`config.mk`:
```
export PLATFORM = sky130hd
export DESIGN_NAME = mmbd_ram
export DESIGN_NICKNAME = d
export VERILOG_FILES = /design/src/rtl/mmbd_ram.sv
export SDC_FILE = /design/constraint.sdc
export NUM_CORES = 2
export LEC_CHECK = 0
export ABC_AREA = 1
export BUFFER_PORTS_ARGS = -buffer_cell sky130_fd_sc_hd__buf_2
export CORE_AREA = 3 3 450 541
export DETAILED_ROUTE_END_ITERATION = 12
export DIE_AREA = 0 0 453 544
export HOLD_SLACK_MARGIN = 0.08
export PLACE_DENSITY = 0.56
export SKIP_LAST_GASP = 1
export SYNTH_ARGS = -nofsm -noshare
export SYNTH_HDL_FRONTEND = slang
export SYNTH_SLANG_ARGS = --single-unit
```
`constraint.sdc`:
```
create_clock -name clk_i -period 1.6 [get_ports clk_i]
set_input_delay 0.08 -clock clk_i [delete_from_list [all_inputs] [get_ports clk_i]]
set_output_delay 0.08 -clock clk_i [all_outputs]
set_load 0.02 [all_outputs]
```
`src/rtl/mmbd_ram.sv`:
```
// ----------------------------------------------------------------------------
// mmbd_ram
// Generic single-write, single-read RAM with registered read data.
// ----------------------------------------------------------------------------
module mmbd_ram #(
  parameter int unsigned Width = 8,
  parameter int unsigned Depth = 256
) (
  input  logic                     clk_i,
  input  logic                     we_i,
  input  logic [$clog2(Depth)-1:0] waddr_i,
  input  logic [Width-1:0]         wdata_i,
  input  logic [$clog2(Depth)-1:0] raddr_i,
  output logic [Width-1:0]         rdata_o
);

  logic [Width-1:0] mem [Depth];
  logic [Width-1:0] rdata_q;

  always_ff @(posedge clk_i) begin
    if (we_i) begin
      mem[waddr_i] <= wdata_i;
    end
    rdata_q <= mem[raddr_i];
  end

  assign rdata_o = rdata_q;

endmodule

```
==> reports/qor.csv <==
stage,metric,value,unit
global_route,grt_pass1_wl,368200,um
synthesis,yosysWarnings,0,
synthesis,synthXorXnorAreaFrac,0,
synthesis,ys_types,14,
synthesis,synth_area_per_cell,11.91,um^2
timing,max_slew.worst_pin.slew,968.1,ps
placed_design,placed_area,92600,um^2
critical_path,worstSetupStartpointType,flop,
clock_network,tritoncts,done,
synthesis,synth_seq_cells,2056,
critical_path,worstSetupStartpoint,mem[57][3],
placed_design,io_buffers,33,
pwr,power_density,1132,nW/um^2
final_layout,final_net_count,7497,
pwr,power.static_leakage,0.03563,uW
synthesis,synth_mux_area_frac,0,
timing,setup_viol,1,
critical_path,crit_fanout,1,
timing,timing.final.crit_share,1.004,
die,initial_utilization,0.3502,
clock_network,cts_sinks,2056,
placed_design,place_ws,-1039,ps
status,violations,setup timing,
timing,holdWs,134.9,ps
synthesis,syn_nets,7029,
critical_path,crit_chain,nand2_1 > nand3_1 > nand3_2 > nand3_1 > nand3_1 > nand3_1 > nand3_1 > nand2_1 > nand2_4 > nand2_1,
timing,slew_headroom,0.3525,
critical_path,path_delay_family,simple AND/OR/NAND/NOR gates,
synthesis,ys_seq_area_frac,0.7394,
drt,drt_wl_total,249600,um
final_layout,layout-drive-gt1-share,0.1593,
clock_network,clock_latency,840,ps
final_layout,utilization,0.4206,
critical_path,path_common_cell,nand3_1,
timing,fin_ws,-6.507,ps
die,die_x,453,um
timing,max_freq,0.6225,GHz
clock_network,cts_buffer_depth,4,
synthesis,syn_inst,7003,
critical_path,cp-end-kind,flop,
final_layout,final_common_cell,nand2_1,
die,chipHeight,544,um
hold_path,holdCritStartpoint,wdata_i[6],
global_route,gr-usage-all-layers,0.1989,
timing,hold_violations,0,
critical_path,cp.arrival,2300,ps
drt,routedWlPerCell,23.11,um
global_route,antenna_found_initial,11,
timing,final.min_clock_period,1607,ps
global_route,grt_pass1_vias,55770,
placed_design,place_hpwl,160200,um
critical_path,cpPeakStageDelay,360,ps
drt,drt_iter0_drc,5576,
synthesis,syn_area,83400,um^2
clock_network,htreeDepth,4,
synthesis,synth_top_family_by_area,simple AND/OR/NAND/NOR gates,
global_route,grt_start_max_net_pins,85,
pwr,peakVddDrop,0.8521,mV
synthesis,synth_fa_ha_area_frac,0,
final_layout,final_area,100100,um^2
clock_network,cts_made_buffers,195,
placed_design,routabilityCongestion,0.8901,
synthesis,synthSimpleGateAreaFrac,0.2295,
die,ios,34,
drt,drc,0,
drt,vias_per_cell,5.218,
die,rows,196,
timing,rsz0062_at_grt,true,
critical_path,r2r-start,mem[57][3],
critical_path,crit_type,flop to flop,
global_route,grt_remaining_overflow,0,
synthesis,synth_compound_area_frac,0,
final_layout,syn2layout_area_growth,20.08,%
clock_network,cts_root_buffer,clkbuf_16,
timing,drv_slew,0,
drt,drtAntennaViolNets,0,
critical_path,cp.buffers_inverters,0,
critical_path,crit_slowest_cell,edfxtp_1,
status,status,"complete, but fails checks",
timing,fin_skew,41.14,ps
drt,vias,56350,
run,maxCapViolations,0,
die,fp.dieArea,246400,um^2
critical_path,worstPathRequired,2300,ps
hold_path,hold_path_class,input port to flop,
die,core_area,238100,um^2
drt,dr.pass1.iters,6,
clock_network,clk_pin_slew,60,ps
final_layout,final_cell_mix,"nand2_1, edfxtp_1, nand3_1",
==> routing by layer <==
metal / GRT usage / up-vias / share of wire
met3: 0.02214 / 502 / 0.058
met2: 0.3347 / 2029 / 0.49
met1: 0.2541 / 28010 / 0.40
met5: 0 / - / 0
li1: - / 25810 / -
met4: 0.1018 / 0 / 0.054
==> where the power goes <==
group          switching, uW  total [uW]  internal, uW  leakage, uW
logic                   5760        8330          2570       0.0141
registers               98.1       59400         59300       0.0185
clock network          19600       45600         26000      0.00301
total                  25400      113000         87900       0.0356
==> state kept, by name, indices dropped and copies added, names as in the netlist <==
signal / flops
mem: 2048
rdata_o: 8
==> repair_timing <==
action | in CTS | in global routing
gates resized for setup | 118 | 123
setup endpoints to repair | 14 | 9
hold buffers | 18 | 0
hold endpoints to repair | 2223 | 0
setup buffers | 0 | 0
pin swaps | 4 | 19
==> area by class of cell <==
type | instances | area (um^2)
inverter | 39 | 180.2
multi-input combinational | 4425 | 20320
clock inverter | 93 | 957.2
clock buffer | 255 | 5189
tap | 3168 | 3964
antenna | 9 | 22.52
timing repair buffer | 754 | 7834
fill | 21900 | 138000
sequential | 2056 | 61670
==> synthesized netlist by cell type, drive strengths merged <==
library cell     n  area [um^2]
inv             39        148.9
nand2         2123         7969
nand3         2019        10100
clkbuf         112        420.4
dfxtp            8        160.2
buf            371         2032
edfxtp        2048        61500
nor2           283         1062
==> kinds of logic after synthesis <==
kind of cell | Yosys count
buffers and inverters | 522
DFF | 2056
and+or+nand+nor | 4425
==> final timing paths <==
kind	to	slack, ps	cells past startpoint
max reg2reg	rdata_o[3]	-7	10
min	mem[23][6]	130	2
min reg2reg	rdata_o[0]	1000	10
max	rdata_o[3]	-7	10
==> metrics by stage <==
step / std cells / power, uW / TNS (ps)
floorplan: 7003 / 64240 / 0
global placement: 10420 / 68530 / -7601
detailed placement: 10420 / 68550 / -7929
CTS: 10790 / 113900 / -128.9
global route: 10800 / 116600 / -192.2
finish: 10800 / 113300 / -6.507
(Power assumes the default switching activity.)
