**src/rtl/mmbd_pkg.sv**
```systemverilog
// ----------------------------------------------------------------------------
// mmbd_pkg
// Types, codes and address-map constants shared by the memory map decoder.
// ----------------------------------------------------------------------------
package mmbd_pkg;

  localparam int unsigned MainDepth = 16384;  // video RAM + work RAM
  localparam int unsigned HighDepth = 512;    // 0xFE00-0xFFFF page
  localparam int unsigned MainAw    = $clog2(MainDepth);
  localparam int unsigned HighAw    = $clog2(HighDepth);

  localparam logic [1:0] REQ_READ  = 2'd0;
  localparam logic [1:0] REQ_WRITE = 2'd1;
  localparam logic [1:0] REQ_IRQ   = 2'd2;

  localparam logic [1:0] ROUTE_INT = 2'd0;
  localparam logic [1:0] ROUTE_ROM = 2'd1;
  localparam logic [1:0] ROUTE_RAM = 2'd2;

  localparam logic [7:0]        OPEN_BUS   = 8'hFF;
  // interrupt flag byte: io offset 0x0F, io page starts at 0x100 of high page
  localparam logic [HighAw-1:0] IRQ_FLAG_IDX = HighAw'(9'h10F);

  typedef enum logic [2:0] {
    TGT_CART_ROM,
    TGT_CART_RAM,
    TGT_MAIN,
    TGT_HIGH,
    TGT_OPEN
  } tgt_e;

  typedef enum logic [1:0] {
    RD_ZERO,
    RD_FF,
    RD_MAIN,
    RD_HIGH
  } rd_src_e;

  typedef struct packed {
    tgt_e              tgt;
    logic [MainAw-1:0] main_idx;
    logic [HighAw-1:0] high_idx;
  } dec_t;

  typedef struct packed {
    logic [1:0]  req_type;
    logic [15:0] address;
    logic [7:0]  write_data;
  } req_t;

  typedef struct packed {
    logic [7:0]  read_data;
    logic [1:0]  route;
    logic [15:0] fwd_address;
    logic        fwd_write;
    logic [7:0]  fwd_data;
  } res_t;

endpackage

```
**src/rtl/mmbd_decode.sv**
```systemverilog
// ----------------------------------------------------------------------------
// mmbd_decode
// Address decode of the 16-bit bus into target region and memory indexes.
// ----------------------------------------------------------------------------
module mmbd_decode import mmbd_pkg::*; (
  input  logic [15:0] address_i,
  output dec_t        dec_o
);

  always_comb begin
    dec_o.main_idx = {address_i[14], address_i[12:0]};  // 0: video, 1: work/echo
    dec_o.high_idx = address_i[HighAw-1:0];
    if (address_i <= 16'h7FFF) begin
      dec_o.tgt = TGT_CART_ROM;
    end else if (address_i <= 16'h9FFF) begin
      dec_o.tgt = TGT_MAIN;
    end else if (address_i <= 16'hBFFF) begin
      dec_o.tgt = TGT_CART_RAM;
    end else if (address_i <= 16'hFDFF) begin
      dec_o.tgt = TGT_MAIN;
    end else if (address_i <= 16'hFE9F) begin
      dec_o.tgt = TGT_HIGH;
    end else if (address_i <= 16'hFEFF) begin
      dec_o.tgt = TGT_OPEN;
    end else begin
      dec_o.tgt = TGT_HIGH;
    end
  end

endmodule

```
**config.mk**
```make
export PLATFORM = sky130hd
export DESIGN_NAME = mmbd_decode
export DESIGN_NICKNAME = d
export VERILOG_FILES = /design/src/rtl/mmbd_pkg.sv /design/src/rtl/mmbd_decode.sv
export SDC_FILE = /design/constraint.sdc
export NUM_CORES = 1
export LEC_CHECK = 0
export BUFFER_PORTS_ARGS = -buffer_cell sky130_fd_sc_hd__buf_2
export CORE_AREA = 4 4 41 43
export DETAILED_ROUTE_END_ITERATION = 16
export DIE_AREA = 0 0 45 47
export PLACE_DENSITY_LB_ADDON = 0.08
export RECOVER_POWER = 25
export SYNTH_ARGS = -nofsm -noshare
export SYNTH_HDL_FRONTEND = slang
export SYNTH_SLANG_ARGS = --single-unit
```
**constraint.sdc**
```tcl
create_clock -name vclk -period 1
set_input_delay 0.15 -clock vclk [all_inputs]
set_output_delay 0.15 -clock vclk [all_outputs]
set_load 0.01 [all_outputs]
```
==> flow_results.org, run 1 <==
** Outcome
- Status :: complete, but fails checks
- The checks that failed: setup timing.

** Floorplanning
- In this run the vertical extent of the chip is 47 microns.
- Initial standard-cell utilization of the core :: 18.46%
- Die area :: 2115 sq um
- Die W :: 45 microns
- Floorplan core area :: 1301 sq um
- Count of boundary I/O pins :: 42
- The initialized floorplan defines 13 standard-cell rows.

** Worst setup path
- CP Data Required Time :: 0.85 ns
- STA classifies the critical path endpoint as an output port.
- Critical-path maximum fanout :: 2
- CP Data Arrival Time :: 0.92 ns
- Element type at the critical path start :: input pin
- Type of the setup path with the least slack :: in2out

** Clocking
- After clock tree synthesis, the setup repair step added 0 buffers.
- After clock tree synthesis, the flow added hold-fix buffers numbering 0.

** Timing
- The tightest hold path in the finished design has a slack of 0.3000 ns.
- Setup violators final :: 1
- The final count of hold timing violations is 0.
- Maximum clock frequency :: 934.8 MHz
- Part of the cycle the worst path needs :: 107.0%
- The worst pin sits at a relative slew slack of 88.50%.
- The smallest clock period supported by the final layout is computed as 1.070 ns.
- At the pin with the least slew margin, the transition time is 0.1708 ns.
- Setup repair after global routing could not meet its margin everywhere.
- Final worst slack :: -0.06979 ns
- The final-report max-slew violation count is 0.

** GRT
- The first global-routing pass estimated 848 microns of wire.
- The number of antenna violations at the first check in global routing is 0.
- Global routing used 5.035% of the available tracks across all layers.
- Entering global routing, the biggest net connects 5 pins.
- GRT overflow :: 0
- Number of global-route vias before repair :: 172

** Placement
- RD Place Congestion :: 0.6197
- Minimum setup slack after placement :: -0.1172 ns
- In this run the tool buffered the top-level ports with 27 buffer cells.

** Run
- Number of maximum-capacitance violations :: 0

** Drt
- Once detail routing completed, the nets flagged for antenna violations numbered 0.
- In this run, the number of DRC markers left after iteration 0 of detailed routing was 1.
- Average wire per standard cell :: 10.33 microns
- Summed over all layers, the routed wires come to 558 microns.
- Total DRC errors in the routed layout :: 0
- In the routed layout, each cell is associated on average with a via count of 3.704.
- The first detailed-routing pass ran for 2 iterations.
- Via total after detailed routing :: 200

** Pwr
- VDD sags by at most 105.9 uV.
- PD cells :: 401.3 nW/um^2
- The analysis attributes to cell leakage a power of 0.1578 nW.

** Cells and area
- Final net count :: 57
- Reg area :: 0 sq um
- The number of antenna diodes in the final layout is 0.
- There are 0 flip-flops and latches.
- Fill cells in the final layout number 151.
- In the final layout, the share of cells above drive strength 1 is 79.49%.
- Count of clock-net buffers in the final layout :: 0
- From synthesis to final layout, the design area changed by 12.50%.

** Yosys
- Yosys attributes the largest share of cell area to sky130_fd_sc_hd__buf_4, sky130_fd_sc_hd__and4_1, sky130_fd_sc_hd__nor3b_2.
- Fraction of post-synthesis cell area in the top cell type by area :: 71.88%
- Syn_nets :: 50
- Synth warnings :: 0
- The synthesized netlist occupies a cell area of 240.2 sq um.
- List of most frequent post-synthesis cells :: sky130_fd_sc_hd__buf_4, sky130_fd_sc_hd__and4_1, sky130_fd_sc_hd__nand2_1
- Unique masters post-synth :: 10
- Library cell with the highest instance count after synthesis :: sky130_fd_sc_hd__buf_4
- Dividing the synthesized area by the synthesized cell count gives 7.066 sq um.
- Cells after synthesis :: 34
- Of all cell types, the one taking the most synthesized area is sky130_fd_sc_hd__buf_4.
- Share of the yosys chip area belonging to registers :: 0%

** Worst hold path
- Class of the tightest hold or removal check :: in2out
[where the power goes]
group	switching (W)	internal [W]
clock network	0	0
logic	0.0000511	0.0000574
registers	0	0
[critical path, stage by stage]
cell	delay, ns
sky130_fd_sc_hd__buf_6	0.06
sky130_fd_sc_hd__and4_1	0.20
sky130_fd_sc_hd__nor3b_4	0.19
sky130_fd_sc_hd__and4_1	0.19
sky130_fd_sc_hd__buf_2	0.12
[layer usage]
layer	up-vias	wire length (microns)	global-route usage (%)
met5	-	0	0
met4	0	5	0.5848
met3	2	103	1.533
met2	15	301	9.322
met1	85	148	5.843
li1	98	-	-
[layout by cell type, fill, tap and decap left out]
| master | netlist | layout |
|---|---|---|
| sky130_fd_sc_hd__o22ai_1 | 1 | 1 |
| sky130_fd_sc_hd__and4_1 | 2 | 2 |
| sky130_fd_sc_hd__nor3b_4 | 0 | 1 |
| sky130_fd_sc_hd__nor2_2 | 0 | 1 |
| sky130_fd_sc_hd__buf_4 | 23 | 1 |
| sky130_fd_sc_hd__buf_6 | 0 | 4 |
| sky130_fd_sc_hd__nand2b_4 | 0 | 1 |
| sky130_fd_sc_hd__inv_1 | 1 | 1 |
| sky130_fd_sc_hd__nand2_1 | 2 | 2 |
| sky130_fd_sc_hd__buf_2 | 0 | 23 |
| sky130_fd_sc_hd__o21ai_0 | 1 | 1 |
| sky130_fd_sc_hd__a21oi_1 | 1 | 1 |
[area by class of cell]
cell class,count,area [sq um],share of cell area (%)
Multi-Input combinational cell,10,80.08,29.63
Timing Repair Buffer,28,167.7,62.04
Tap cell,15,18.77,6.944
Inverter,1,3.754,1.389
[per-stage QoR]
stage	util, %	cell area, sq um	power [W]	std cells	TNS [ns]
floorplan	-	240.2	0.0001085	34	0
global placement	17.60	229.0	0.00009265	54	-0.1556
global route	20.77	270.3	0.0001205	54	-0.2599
CTS	19.62	255.2	0.0001039	54	-0.09579
finish	20.77	270.3	0.0001085	54	-0.06979
detailed placement	17.60	229.0	0.00009307	54	-0.1608
[cells by family after synthesis]
| group | count (synthesis) | synth area share [%] |
|---|---|---|
| buffers and inverters | 24 | 73.44 |
| AND/OR/NAND/NOR | 7 | 19.79 |
| AO/OA/AOI/OAI | 3 | 6.769 |
[what timing repair did]
item / CTS / global route
setup endpoints to repair: 2 / 3
cloned: 0 / 0
resized for setup: 4 / 3
hold endpoints to repair: 0 / 0
pin swaps: 3 / 1
[final timing paths]
check	from	to	slack, ns	cells past startpoint
worst max-delay path	address_i[10]	dec_o[25]	-0.07	5
worst min-delay path	address_i[3]	dec_o[12]	0.30	0
(Power assumes the default switching activity.)
==> inputs of run 2 (changes only) <==
==> constraint.sdc (replaced) <==
create_clock -name vclk -period 1
set_input_delay 0.1 -clock vclk [all_inputs]
set_output_delay 0.1 -clock vclk [all_outputs]
set_load 0.01 [all_outputs]
==> run 2 against run 1 <==
Against the previous run: the run now ends clean; die area stayed put; fmax up 12%; cell count shrank 1.9%; combinational power barely moved; total power grew 0.22%; sequential share of layout area did not move; critical path depth unchanged; hold slack got worse by 0.10 ns; non-clock buffer count is 1 lower; setup slack improved by 0.11 ns; via count grew 0.50%; first-iteration DRC count is 100% lower.
==> flow_results.org, run 2 (synthesis results as in run 1) <==
** Outcome
- Status :: finished, final reports clean (was complete, but fails checks)

** Floorplanning
- The number of top-level pins came to 42 (unchanged).
- Die W :: 45 microns (unchanged)
- Die area :: 2115 sq um (unchanged)
- Initial standard-cell utilization of the core :: 18.46% (unchanged)
- Height of the die :: 47 microns (unchanged)
- Number of rows in the core area :: 13 (unchanged)
- Floorplan core area :: 1301 sq um (unchanged)

** Worst setup path
- The critical-path cell with the highest stage delay is sky130_fd_sc_hd__and4_4 (was sky130_fd_sc_hd__and4_1).
- The startpoint type of the worst setup path is an input pin (unchanged).
- Type of the setup path with the least slack :: in2out (unchanged)
- Series of cell instances along the critical path :: buf_6 -> and4_4 -> nor3b_4 -> and4_1 -> buf_2 (was buf_6 -> and4_1 -> nor3b_4 -> and4_1 -> buf_2)
- Kind of cell adding the most delay to the critical path :: simple AND/OR/NAND/NOR gates (unchanged)
- The type of destination of the critical path was an output port (unchanged).
- The largest stage delay on the critical path is 0.21 ns (was 0.20 ns).
- The maximum fanout along the worst path is 2 (unchanged).
- The required time of the critical path was 0.90 ns (was 0.85 ns).
- The number of buffers and inverters on the critical path came to 2 (unchanged).
- The arrival time of the worst setup path is 0.86 ns (was 0.92 ns).

** Cells and area
- The synthesis-to-layout area growth was 12.50% (unchanged).
- Count of non-filler cells in the finished layout :: 53 (was 54)
- Count of clock-net buffers in the final layout :: 0 (unchanged)
- Multi-input gate area in the final layout :: 87.58 sq um (was 80.08 sq um)
- Fraction of final layout cells sized beyond drive strength 1 :: 81.58% (was 79.49%)
- The final antenna diode count came to 0 (unchanged).
- FFs & Latches :: 0 (unchanged)
- The count of nets after finishing came to 56 (was 57).
- Most frequent cells in the layout: sky130_fd_sc_hd__buf_2, sky130_fd_sc_hd__buf_6, sky130_fd_sc_hd__nand2_1 (was sky130_fd_sc_hd__buf_2, sky130_fd_sc_hd__buf_6, sky130_fd_sc_hd__and4_1, sky130_fd_sc_hd__nand2_1).
- The count of fill cells added during filler insertion is 164 (was 151).
- Most common cell after layout, fill and taps aside :: sky130_fd_sc_hd__buf_2 (unchanged)
- The total area of sequential cells was 0 sq um (unchanged).

** GRT
- Initial antenna violation count :: 0 (unchanged)
- GRT overflow :: 0 (unchanged)
- Total routing usage reported by global routing :: 4.721% (was 5.035%)
- The via count of the first global-routing pass came to 199 (was 172).
- Maximum number of pins on one net before global-route repair :: 5 (unchanged)
- First-pass GRT wire length :: 807 microns (was 848 microns)

** Run
- The max-cap violation count came to 0 (unchanged).

** Timing
- Transition time at the pin with the least slew margin :: 0.1522 ns (was 0.1708 ns)
- The final worst-path cycle share came to 95.90% (was 107.0%).
- The accumulated negative setup slack is 0 ns (was -0.06979 ns).
- Max-slew headroom :: 89.75% (was 88.50%)
- Setup repair after global routing missed its margin :: true (unchanged)
- Final Max Tran Viols :: 0 (unchanged)
- Maximum clock frequency :: 1043 MHz (was 934.8 MHz)
- The final count of hold timing violations came to 0 (unchanged).
- Setup violators final :: 0 (was 1)
- Clock period minus final worst setup slack :: 0.9590 ns (was 1.070 ns)

** Drt
- Average wire per standard cell :: 10.23 microns (was 10.33 microns)
- The number of nets with antenna violations after routing came to 0 (unchanged).
- Via/cell ratio :: 3.792 (was 3.704)
- Drt first pass iters :: 1 (was 2)
- The number of design-rule violations left by the first detailed-router iteration was 0 (was 1).
- Total DRC errors in the routed layout :: 0 (unchanged)
- Wire length after detailed routing :: 542 microns (was 558 microns)
- The total number of vias came to 201 (was 200).

** Placement
- The instance count after placement with tap cells included is 53 (was 54).
- The quantity of I/O buffers inserted on ports came to 27 (unchanged).
- The last weighted congestion value of the routability-driven placer came to 0.6349 (was 0.6197).

** Pwr
- The leakage power summed over all cells was 0.1545 nW (was 0.1578 nW).
- The power per standard cell area was 402.2 nW/um^2 (was 401.3 nW/um^2).
- The worst vdd rail ir drop came to 102.5 uV (was 105.9 uV).

** Worst hold path
- Class of the tightest hold or removal check :: in2out (unchanged)

** Clocking
- Hold Buf Count CTS :: 0 (unchanged)
==> run 2: cell types whose count changed in the layout (fill, tap and decap cells not counted) <==
cell,before,now
sky130_fd_sc_hd__buf_4,1,0
sky130_fd_sc_hd__nor2_4,0,1
sky130_fd_sc_hd__and4_4,0,1
sky130_fd_sc_hd__nor2_2,1,0
sky130_fd_sc_hd__and4_1,2,1
==> run 2: path summary, 6_finish.rpt <==
kind | from | cells after the start | slack (ns) | endpoint
setup / recovery | address_i[10] | 5 | 0.04 | dec_o[25]
hold / removal | address_i[3] | 0 | 0.20 | dec_o[12]
==> run 2: stage by stage <==
step	worst slack (ns)	hold WS (ns)	power, W	util, %	cell area, sq um
floorplan	0.2117	0.2775	0.0001085	-	240.2
global placement	-0.02385	0.2002	0.00009019	17.02	221.5
detailed placement	-0.01637	0.2002	0.00009042	17.02	221.5
CTS	0.001190	0.2002	0.00009053	17.02	221.5
global route	-0.02662	0.2000	0.0001208	20.77	270.3
finish	0.04095	0.2000	0.0001087	20.77	270.3
==> run 2: what timing repair did <==
action | CTS | global route
setup buffers | 0 | 0
gates resized for setup | 0 | 10
gates cloned | 0 | 0
endpoints found under the setup margin | 1 | 3
pin swaps | 1 | 3
==> run 2: cell type report <==
cell class                      count  share of cell area (%)
Multi-Input combinational cell     10                   32.41
Inverter                            1                   1.389
Timing Repair Buffer               27                   59.26
Tap cell                           15                   6.944
==> run 2: routing by layer <==
layer	GRT usage, %	share of wire (%)
met4	0.5848	0.92
met3	1.149	19
met2	9.887	55
met1	4.719	25
met5	0	0
==> run 2: power breakdown <==
part | internal (W) | switching [W] | total [W]
Clock | 0 | 0 | 0
Sequential | 0 | 0 | 0
Combinational | 0.0000566 | 0.0000521 | 0.000109
